File: src/design/thsa_pkg.sv
// ============================================================================
// thsa_pkg: shared types and constants for the tagged handle slot allocator
// Command codes, payload structs, sequencer states and table geometry.
// ============================================================================
`default_nettype none

package thsa_pkg;

    // Table geometry
    localparam int SLOT_COUNT = 512;
    localparam int MAP_W      = 32;                              // slots per bitmap word
    localparam int MAP_BW     = $clog2(MAP_W);
    localparam int WORD_COUNT = (SLOT_COUNT + MAP_W - 1) / MAP_W;
    localparam int WORD_AW    = (WORD_COUNT > 1) ? $clog2(WORD_COUNT) : 1;
    localparam int SLOT_AW    = $clog2(SLOT_COUNT);
    localparam int SLOT_W     = WORD_AW + MAP_BW;                // scan position width

    // Field widths
    localparam int HANDLE_W = 32;
    localparam int SERIAL_W = 32;
    localparam int LIVE_W   = 10;
    localparam int DAMAGE_W = 32;
    localparam int INDEX_W  = 24;
    localparam int ENTRY_W  = SERIAL_W + 1;                      // {visible, serial}

    localparam logic [7:0]          TAG_BYTE  = 8'h80;
    localparam logic [HANDLE_W-1:0] TAG_VALUE = 32'h8000_0000;

    typedef enum logic [1:0] {
        CMD_CREATE      = 2'd0,
        CMD_SET_VISIBLE = 2'd1,
        CMD_QUERY       = 2'd2,
        CMD_FREE_ALL    = 2'd3
    } cmd_t;

    typedef enum logic [2:0] {
        ST_INIT,
        ST_IDLE,
        ST_SCAN,
        ST_LOOKUP,
        ST_FREE,
        ST_RESP
    } state_t;

    typedef struct packed {
        cmd_t                command;
        logic [HANDLE_W-1:0] handle;
        logic                visible_flag;
    } in_t;

    typedef struct packed {
        logic [HANDLE_W-1:0] new_handle;
        logic                found;
        logic                drawable;
        logic [SERIAL_W-1:0] object_serial;
        logic [LIVE_W-1:0]   live_objects;
        logic [DAMAGE_W-1:0] damage_total;
    } out_t;

    // Answer of the first-free finder
    typedef struct packed {
        logic             hit;
        logic [MAP_BW-1:0] idx;
    } pick_t;

    // Bits of the last bitmap word that lie beyond the table read as taken
    function automatic logic [MAP_W-1:0] last_pad();
        logic [MAP_W-1:0] pad;
        pad = '0;
        for (int b = 0; b < MAP_W; b++) begin
            if ((WORD_COUNT - 1) * MAP_W + b >= SLOT_COUNT) begin
                pad[b] = 1'b1;
            end
        end
        return pad;
    endfunction

    localparam logic [MAP_W-1:0] LAST_PAD = last_pad();

endpackage

`default_nettype wire

File: src/design/thsa_ffz.sv
// ============================================================================
// thsa_ffz: first free slot finder
// Report the lowest clear bit of one occupancy bitmap word.
// ============================================================================
`default_nettype none

module thsa_ffz (
    input  wire logic [thsa_pkg::MAP_W-1:0] word,
    output thsa_pkg::pick_t                 pick
);

    import thsa_pkg::*;

    always_comb begin
        pick = '0;
        // Walk down so the lowest clear bit wins
        for (int b = MAP_W - 1; b >= 0; b--) begin
            if (!word[b]) begin
                pick.hit = 1'b1;
                pick.idx = MAP_BW'(b);
            end
        end
    end

endmodule

`default_nettype wire

File: config.mk
export PLATFORM = sky130hd
export DESIGN_NAME = thsa_ffz
export DESIGN_NICKNAME = d
export VERILOG_FILES = /design/src/design/thsa_pkg.sv /design/src/design/thsa_ffz.sv
export SDC_FILE = /design/constraint.sdc
export NUM_CORES = 1
export LEC_CHECK = 0
export ABC_AREA = 1
export BUFFER_PORTS_ARGS = -buffer_cell sky130_fd_sc_hd__buf_2
export CORE_AREA = 2 2 39 41
export DETAILED_ROUTE_END_ITERATION = 6
export DIE_AREA = 0 0 41 43
export PLACE_DENSITY = 0.6
export SYNTH_ARGS = -nofsm -noshare
export SYNTH_HDL_FRONTEND = slang
export SYNTH_SLANG_ARGS = --single-unit
File: constraint.sdc
create_clock -name vclk -period 3.6
set_clock_uncertainty 0.2 [all_clocks]
set_input_delay 0.54 -clock vclk [all_inputs]
set_output_delay 0.54 -clock vclk [all_outputs]
set_load 0.01 [all_outputs]
==> flow_summary.toml <==
[outcome]
status = "completed"

[synth]
yosys.area.top_type = "nand2_1"
yosysWarnings = 0
syn_area_per_cell_um2 = 4.35
synth_top_cell_area_share_pct = 47.6
synth.distinct_cells = 13
synthesis.nets = 110
ys_seq_area_share_pct = 0
syn-cell-area_um2 = 339
synth_area_leaders = "nand2_1 (48%), nor2_1 (13%), nand4_1 (7.4%)"
synthCells = 78

[power]
seqPwrFrac_pct = 0
clkPwrFrac_pct = 0
p_sw_uw = 24.1
p_per_area_mw_per_mm2 = 86.1
p_leak_nw = 0.321
p_comb_share_pct = 100.0
power_uw = 47.3
ir_worst_vdd_mv = 0.0276
switching_share_pct = 50.9
p_int_uw = 23.2

[setup_path]
max_stage_delay_ps = 130
path_common_cell = "nand2_1"
crit_fanout = 3
cpMaxStageDelayCell = "buf_2"
crit_type = "primary input to output port"
worst_ep_arrival_time_ps = 2180
critical_path_required_ps = 2860
endpoint_kind = "output port"
start_kind = "primary input"

[route]
num_vias = 588
drc = 0
drt-total-wl_um = 959
drt_first_pass_iters = 4
drt_iter0_markers = 6
drt.antenna.violating_nets = 0
viasPerCell = 4.45
wl_met2_um = 443
routed.top_layer = "met3"
wl_per_cell_um = 7.27
route.met3.wl_um = 87
wl_met1_um = 428

[layout]
multi_input_area_um2 = 320
nFillCells = 154
area_growth_pct = 62.0
clock_buffer_count = 0
seqCellArea_um2 = 0
drive_above_1_share_pct = 33.6
final_nets = 150
n_antenna_cell = 0
flops_and_latches = 0
final_area_um2 = 549

[sta]
holdWs_ps = 1170
fmax_mhz = 343
rsz0062_at_grt = "false"
drv_slew = 0
fin_crit_sh_pct = 81.0
finalSetupViolCount = 0
tns_ps = 0
period_needed_ps = 2920
slew_headroom_pct = 84.1
tightest_slew_ps = 236
final_hold_viol_count = 0

[floorplan]
coreArea_mm2 = 0.00138
fp.dieW_um = 41
dieHeight_um = 43
rows = 14
initial_core_util_pct = 24.5
die_area_mm2 = 0.00176
io_pins = 38

[flow_run]
cap_viol_max_count = 0

[clock_network]
cts-resized-gates = 0
cts_setup_buffers = 0
hold_buffers = 0

[grt]
gr-usage-all-layers_pct = 12.2
grt_pass1_vias = 491
grt_pass1_wl_um = 1660
grt_antenna_before_repair = 0
gr-total-overflow = 0
grt_max_degree = 5

[placed_design]
port_buffers = 38
place.gp.congestion = 0.703
postPlaceCellArea_um2 = 549
hpwl_um = 902

[worst_hold_path]
hold_path.class = "primary input to output port"
-- metal layers --
| layer | global-route usage [%] | vias up |
|---|---|---|
| met2 | 23.4 | 21 |
| met5 | 0 | - |
| met3 | 0.524 | 0 |
| li1 | - | 333 |
| met4 | 0 | 0 |
| met1 | 14.6 | 234 |
-- final cells by class --
type / instances / area share [%]
Inverter: 5 / 3.42
Timing Repair Buffer: 38 / 34.6
Multi-Input combinational cell: 73 / 58.3
Tap cell: 16 / 3.64
-- synth_stat cells, drive strengths merged --
cell,number
o21ai,1
a31oi,2
nand3,4
nand2,43
nor2,12
nand4,4
o21a,1
inv,5
o211ai,1
a21boi,1
a21oi,2
a211oi,2
-- path summary, 6_finish.rpt --
check             cells past startpoint      end      from
hold / removal                        3  pick[1]   word[2]
setup / recovery                     31  pick[0]  word[31]
-- layout by cell type, fill, tap and decap left out, types with 2 or more instances in the layout --
| master | synthesis | final |
|---|---|---|
| nand4_1 | 4 | 4 |
| nand3_1 | 4 | 4 |
| nand2_1 | 43 | 43 |
| a211oi_1 | 2 | 2 |
| a31oi_1 | 2 | 2 |
| buf_2 | 0 | 38 |
| nor2_1 | 12 | 12 |
| inv_1 | 5 | 5 |
-- power groups by stage --
stage	Sequential (mW)	Combinational (mW)	Clock [mW]
after floorplan	0	0.0208	0
after global placement	0	0.0469	0
after detailed placement	0	0.0477	0
after CTS	0	0.0479	0
after global routing	0	0.0559	0
final	0	0.0473	0
-- stage by stage --
stage	utilization (%)	setup slack, ps	cells
CTS	39.7	651	132
finish	39.7	684	132
global route	39.7	341	132
detailed placement	39.7	665	132
global placement	39.7	704	132
floorplan	-	998	78
-- worst max-delay path: cells and delay by family --
kind | cells | cell delay (ps)
AOI/OAI and AO/OA | 1 | 100
buffers and inverters | 3 | 280
and+or+nand+nor | 27 | 1240
-- logic make-up after synthesis --
kind of cell           after synthesis  synth area share, %
AND/OR/NAND/NOR                     63                 74.2
AO/OA/AOI/OAI                       10                 20.3
buffers and inverters                5                 5.54
Power figures use the tool's default switching activity.
