## config.mk

```make
export PLATFORM = sky130hd
export DESIGN_NAME = thsa_ram
export DESIGN_NICKNAME = d
export VERILOG_FILES = /design/src/design/thsa_ram.sv
export SDC_FILE = /design/constraint.sdc
export NUM_CORES = 1
export LEC_CHECK = 0
export ABC_AREA = 0
export ABC_CLOCK_PERIOD_IN_PS = 5520
export BUFFER_PORTS_ARGS = -buffer_cell sky130_fd_sc_hd__buf_2
export CAP_MARGIN = 40
export CORE_AREA = 2 2 117 119
export CTS_BUF_LIST = sky130_fd_sc_hd__clkbuf_16
export CTS_CLUSTER_DIAMETER = 40
export DETAILED_ROUTE_END_ITERATION = 8
export DIE_AREA = 0 0 119 121
export PLACE_DENSITY_LB_ADDON = 0.2
export SLEW_MARGIN = 25
export SYNTH_ARGS = -nofsm -noshare
export SYNTH_HDL_FRONTEND = slang
export SYNTH_SLANG_ARGS = --single-unit
```

## constraint.sdc

```tcl
create_clock -name aclk -period 5.52 [get_ports aclk]
set_clock_uncertainty 0.1 [all_clocks]
set_input_delay 0.552 -clock aclk [delete_from_list [all_inputs] [get_ports aclk]]
set_output_delay 0.552 -clock aclk [all_outputs]
set_load 0.01 [all_outputs]
```

## src/design/thsa_ram.sv

```systemverilog
// ============================================================================
// thsa_ram: generic simple dual-port RAM
// One write port, one read port, read data registered.
// ============================================================================
`default_nettype none

module thsa_ram #(
    parameter int WIDTH = 8,
    parameter int DEPTH = 16,
    parameter int AW    = (DEPTH > 1) ? $clog2(DEPTH) : 1
) (
    input  wire logic             aclk,
    input  wire logic             wr_en,
    input  wire logic [AW-1:0]    wr_addr,
    input  wire logic [WIDTH-1:0] wr_data,
    input  wire logic [AW-1:0]    rd_addr,
    output logic      [WIDTH-1:0] rd_data
);

    logic [WIDTH-1:0] mem [DEPTH];

    always_ff @(posedge aclk) begin
        if (wr_en) begin
            mem[wr_addr] <= wr_data;
        end
        rd_data <= mem[rd_addr];
    end

endmodule

`default_nettype wire

```

==> results of run 1 <==
==> worst max-delay path: stages <==
cell and delay, ns:
buf_2 0.11, or3b_2 0.52, nor2_1 0.64
==> metal layers <==
layer | track usage | vias up | share of wire
met5 | 0 | - | 0
met2 | 0.233 | 57 | 0.49
met4 | 0.0640 | 0 | 0.012
li1 | - | 1075 | -
met3 | 0.0573 | 12 | 0.050
met1 | 0.207 | 1227 | 0.45
==> cell usage after synthesis <==
library cell     number
edfxtp_1            128
dfxtp_1               8
nand2_1               9
mux4_1               14
buf_4                 1
buf_2                 3
clkdlybuf4s25_2       3
and2b_1               1
mux4_2               18
nand3b_1              2
nor2_1               13
nor3_1                4
nor2b_1               1
nand3_1               1
a22oi_1              16
and2_1                1
buf_6                 3
nand2b_1              2
or3b_2                1
==> path summary, 6_finish.rpt <==
| kind | slack [ns] | depth (start not counted) | to |
|---|---|---|---|
| setup / recovery | 3.64 | 3 | mem[1][2] |
| hold / removal | 0.42 | 1 | mem[7][1] |
| setup reg to reg | 4.05 | 3 | rd_data[4] |
| hold reg to reg | 0.58 | 3 | rd_data[1] |
==> logic make-up after synthesis <==
| logic type | after synthesis | synth area share |
|---|---|---|
| muxes | 32 | 0.150 |
| and+or+nand+nor | 35 | 0.0318 |
| AOI/OAI and AO/OA | 16 | 0.0233 |
| buffers and inverters | 10 | 0.0168 |
| DFF | 136 | 0.778 |
==> metrics by stage <==
step / hold slack (ns) / worst slack (ns)
2_1_floorplan: 0.529 / 3.38
3_3_place_gp: 0.559 / 2.72
6_report: 0.418 / 3.64
3_5_place_dp: 0.564 / 3.14
5_1_grt: 0.410 / 3.56
4_1_cts: 0.401 / 3.59
==> layout by cell type, fill, tap and decap left out <==
master / n
nor2_1: 13
mux4_2: 18
nand3b_1: 2
and2b_1: 1
mux4_1: 14
nand3_1: 1
buf_2: 24
clkinv_2: 2
clkinv_4: 2
nor2b_1: 1
buf_6: 3
buf_4: 12
buf_12: 1
and2_1: 1
inv_1: 3
nor3_2: 3
clkinv_1: 1
clkbuf_16: 17
dfxtp_1: 8
edfxtp_1: 128
nor3_1: 1
or3b_2: 1
bufinv_16: 2
clkinvlp_4: 5
nand2_1: 9
nand2b_1: 2
a22oi_1: 16
==> registers in the layout, summed over array words and instances (netlist names) <==
| signal | cells |
|---|---|
| mem | 128 |
| rd_data | 8 |
==> power groups by stage <==
stage                     clock network (uW)  logic, uW  registers (uW)
final                                   1060        107            1160
after global routing                    1130        117            1160
after CTS                               1090        108            1160
after detailed placement                   0        108            1180
after global placement                     0        103            1180
after floorplan                            0       58.6            1180
==> cell type report <==
| type | instances | share of cell area |
|---|---|---|
| sequential | 136 | 0.654 |
| timing repair buffer | 40 | 0.0431 |
| clock inverter | 15 | 0.0229 |
| tap | 176 | 0.0359 |
| clock buffer | 17 | 0.0694 |
| multi-input combinational | 83 | 0.175 |
==> results.sh, run 1 <==
export IMPL_outcome="finished clean"
export IMPL_antennaDiodeCount=0
export IMPL_syn_nets=247
export IMPL_drtIter0Drc=212
export IMPL_synth_area_leaders="edfxtp_1 (75%), mux4_2 (7.9%), mux4_1 (7.1%)"
export IMPL_cts_tree="yes"
export IMPL_placed_cell_area_mm2=0.00553
export IMPL_rsz0062_at_grt="false"
export IMPL_total_power_uw=2330
export IMPL_synth_top_area_share=0.747
export IMPL_power_share_clock=0.456
export IMPL_ant_nets=0
export IMPL_dpl_cell_count=433
export IMPL_synth_top_area_cell="edfxtp_1"
export IMPL_synth_yosys_seq_area_share=0.778
export IMPL_seqCellArea_mm2=0.00400
export IMPL_clock_fmax_ghz=0.531
export IMPL_cts_root_buf="clkbuf_16"
export IMPL_vias=2371
export IMPL_postRouteWirelength_um=10100
export IMPL_hold_class="primary input to flip-flop"
export IMPL_synthCells=229
export IMPL_path_max_fanout=8
export IMPL_track_usage=0.156
export IMPL_worstPathRequired_ns=5.46
export IMPL_vias_per_cell=5.08
export IMPL_p_leak_uw=0.00206
export IMPL_hold_buffers=0
export IMPL_crit_type="primary input to flip-flop"
export IMPL_p_int_uw=1850
export IMPL_drtPass1Iterations=4
export IMPL_wl_per_cell_um=21.6
export IMPL_finalSetupViolations=0
export IMPL_worstMarginPinSlew_ns=0.809
export IMPL_numPortBuffers=25
export IMPL_hpwlAfterDp_um=6560
export IMPL_sequentialPowerShare=0.499
export IMPL_hold_violations=0
export IMPL_clock_sinks=136
export IMPL_grt_overflow_total=0
export IMPL_clockBufferDepth=2
export IMPL_rows=42
export IMPL_synth_seq_cells=136
export IMPL_critPathArrivalTime_ns=1.83
export IMPL_grt_max_degree=33
export IMPL_final_util=0.468
export IMPL_io_pins=26
export IMPL_grt_first_pass_wirelength_um=15300
export IMPL_clk_pin_slew_ns=0.06
export IMPL_fin_area_mm2=0.00613
export IMPL_setup_tns_ns=0
export IMPL_startpoint="wr_addr[2]"
export IMPL_cts_buffers_inserted=17
export IMPL_drive_gt1_frac=0.309
export IMPL_p_comb_frac=0.046
export IMPL_netSwitchingPower_uw=476
export IMPL_p_sw_frac=0.204
export IMPL_die_area_mm2=0.0144
export IMPL_area_delta_synth_final_pct=19.0
export IMPL_power_density_mw_per_mm2=380
export IMPL_core_mm2=0.0131
export IMPL_gp_congestion=0.699
export IMPL_ir_drop_v=0.000246
export IMPL_max_slew_margin=0.459
export IMPL_yosys_cell_types_count=19
export IMPL_avgSynthCellArea_um2=22.5
export IMPL_maxCapViolations=0
export IMPL_synth_area_mm2=0.00515
export IMPL_start_util=0.393
export IMPL_finalCritPeriodShare=0.341
export IMPL_drcViolationCount=0
export IMPL_num_nets_final=296
export IMPL_cts_resized=0
export IMPL_die_w_um=119
export IMPL_r2r_start="mem[3][4]"
export IMPL_hold_start="wr_data[1]"
export IMPL_critPathLaunchType="primary input"
export IMPL_endpoint_kind="flip-flop"
export IMPL_fin_crit_ns=1.88
export IMPL_stdcell_count=467
export IMPL_drv_slew=0
export IMPL_multi_input_area_mm2=0.00107
export IMPL_die_h_um=121
export IMPL_clock_latency_ns=0.42
export IMPL_ys_warn_count=0
export IMPL_cts_max_level=4
export IMPL_fillCellCount=1092
export IMPL_grt_pass1_vias=2506
export IMPL_grt_antenna_before_repair=0
export IMPL_cts_setup_buffers=0
Power figures use the tool's default switching activity.
==> inputs of run 2 (changes only) <==
- ABC_CLOCK_PERIOD_IN_PS: 5520 -> 1900
- clock period: 5.52 -> 1.9 ns (I/O delays scaled with it)
==> run 2 against run 1 <==
Wire length grew 1.9%; die area is the same; worst hold slack got worse by 0.35 ns.
==> results.sh, run 2 (same netlist as run 1, synthesis figures left out) <==
export IMPL_drv_slew=0
export IMPL_fin_crit_ns=1.48
export IMPL_drtPass1Iterations=4
export IMPL_cp_slowest_cell="mux4_1"
export IMPL_final_cell_mix="edfxtp_1 (128), buf_2 (25), buf_4 (19)"
export IMPL_finalSetupViolations=0
export IMPL_dr_wl_met2_um=4880
export IMPL_cts_tree="yes"
export IMPL_die_h_um=121
export IMPL_hold_class="primary input to flip-flop"
export IMPL_clk_pin_slew_ns=0.06
export IMPL_path_max_fanout=1
export IMPL_antennaDiodeCount=0
export IMPL_die_area_mm2=0.0144
export IMPL_io_pins=26
export IMPL_cts_buffers_inserted=17
export IMPL_cts_max_level=4
export IMPL_area_delta_synth_final_pct=21.2
export IMPL_postRouteWirelength_um=10300
export IMPL_grt_pass1_vias=2561
export IMPL_endpoint_kind="flip-flop"
export IMPL_max_slew_margin=0.727
export IMPL_vias_per_cell=5.12
export IMPL_clockBufferDepth=2
export IMPL_vias=2431
export IMPL_met3_length_um=409
export IMPL_gp_congestion=0.699
export IMPL_hold_start="wr_data[3]"
export IMPL_hold_buffers=0
export IMPL_power_density_mw_per_mm2=1130
export IMPL_numPortBuffers=25
export IMPL_critical_path_max_stage_delay_ns=0.51
export IMPL_largest_register="mem"
export IMPL_start_util=0.393
export IMPL_grt_first_pass_wirelength_um=16200
export IMPL_largest_reg_flops=128
export IMPL_core_mm2=0.0131
export IMPL_p_leak_uw=0.00213
export IMPL_drcViolationCount=0
export IMPL_hold_violations=0
export IMPL_worstMarginPinSlew_ns=0.410
export IMPL_grt_max_degree=33
export IMPL_outcome="finished clean"
export IMPL_finalCritPeriodShare=0.779
export IMPL_multi_input_area_mm2=0.00106
export IMPL_r2r_start="mem[9][4]"
export IMPL_grt_antenna_before_repair=0
export IMPL_critPathArrivalTime_ns=1.66
export IMPL_hpwlAfterDp_um=6550
export IMPL_wl_per_cell_um=21.6
export IMPL_clock_fmax_ghz=0.676
export IMPL_seqCellArea_mm2=0.00400
export IMPL_clock_sinks=136
export IMPL_maxCapViolations=0
export IMPL_startpoint="mem[9][4]"
export IMPL_grt_overflow_total=0
export IMPL_total_power_uw=7060
export IMPL_largestRegisters="mem x128, rd_data x8"
export IMPL_top_layer="met4"
export IMPL_drive_gt1_frac=0.318
export IMPL_layout_commonest_cell="edfxtp_1"
export IMPL_ir_drop_v=0.000597
export IMPL_ant_nets=0
export IMPL_setup_tns_ns=0
export IMPL_worstPathRequired_ns=2.08
export IMPL_rows=42
export IMPL_rsz0062_at_grt="false"
export IMPL_drtIter0Drc=155
export IMPL_clock_latency_ns=0.41
export IMPL_fillCellCount=1084
export IMPL_num_nets_final=304
export IMPL_crit_type="flip-flop to flip-flop"
export IMPL_crit_chain="mux4_1 > a22oi_1 > nand2_1"
export IMPL_critPathLaunchType="flip-flop"
export IMPL_cts_resized=0
export IMPL_cts_root_buf="clkbuf_16"
export IMPL_cts_setup_buffers=0
export IMPL_track_usage=0.162
export IMPL_die_w_um=119
export IMPL_drt_met1_wl_um=4880
==> run 2: critical path, delay by kind of cell, from the launching register on <==
family / cells / cell delay [ns]
flops: 1 / 0.36
compound gates: 1 / 0.28
mux: 1 / 0.51
simple gates: 1 / 0.10
==> run 2: area by class of cell <==
type                            count  share of cell area
Sequential cell                   136               0.642
Timing Repair Buffer               48              0.0558
Clock buffer                       17              0.0682
Multi-Input combinational cell     83               0.169
Clock inverter                     15              0.0295
Tap cell                          176              0.0353
==> run 2: stage by stage <==
stage | area, um^2 | instances | setup WS [ns] | hold WS (ns) | util
3_5_place_dp | 5630 | 443 | 0.0331 | 0.484 | 0.430
6_report | 6240 | 475 | 0.420 | 0.0678 | 0.477
4_1_cts | 6240 | 475 | 0.396 | 0.0593 | 0.477
5_1_grt | 6240 | 475 | 0.349 | 0.0723 | 0.477
3_3_place_gp | 5630 | 443 | 0.0528 | 0.487 | 0.430
2_1_floorplan | 5150 | 229 | 0.117 | 0.189 | -
==> run 2: final timing paths <==
path | to | slack [ns] | cells past startpoint
setup / recovery | rd_data[4] | 0.42 | 3
hold / removal | mem[2][3] | 0.07 | 1
setup reg to reg | rd_data[4] | 0.42 | 3
hold reg to reg | rd_data[2] | 0.58 | 3
==> run 2: power by group <==
group	internal, uW	switching, uW	total (uW)
Clock	2170	1180	3350
Combinational	146	186	332
Sequential	3360	21.0	3380
==> run 2: layer usage <==
layer | track usage | vias up
met2 | 0.237 | 55
met3 | 0.0470 | 8
met4 | 0.0603 | 0
met1 | 0.230 | 1281
li1 | - | 1087
met5 | 0 | -
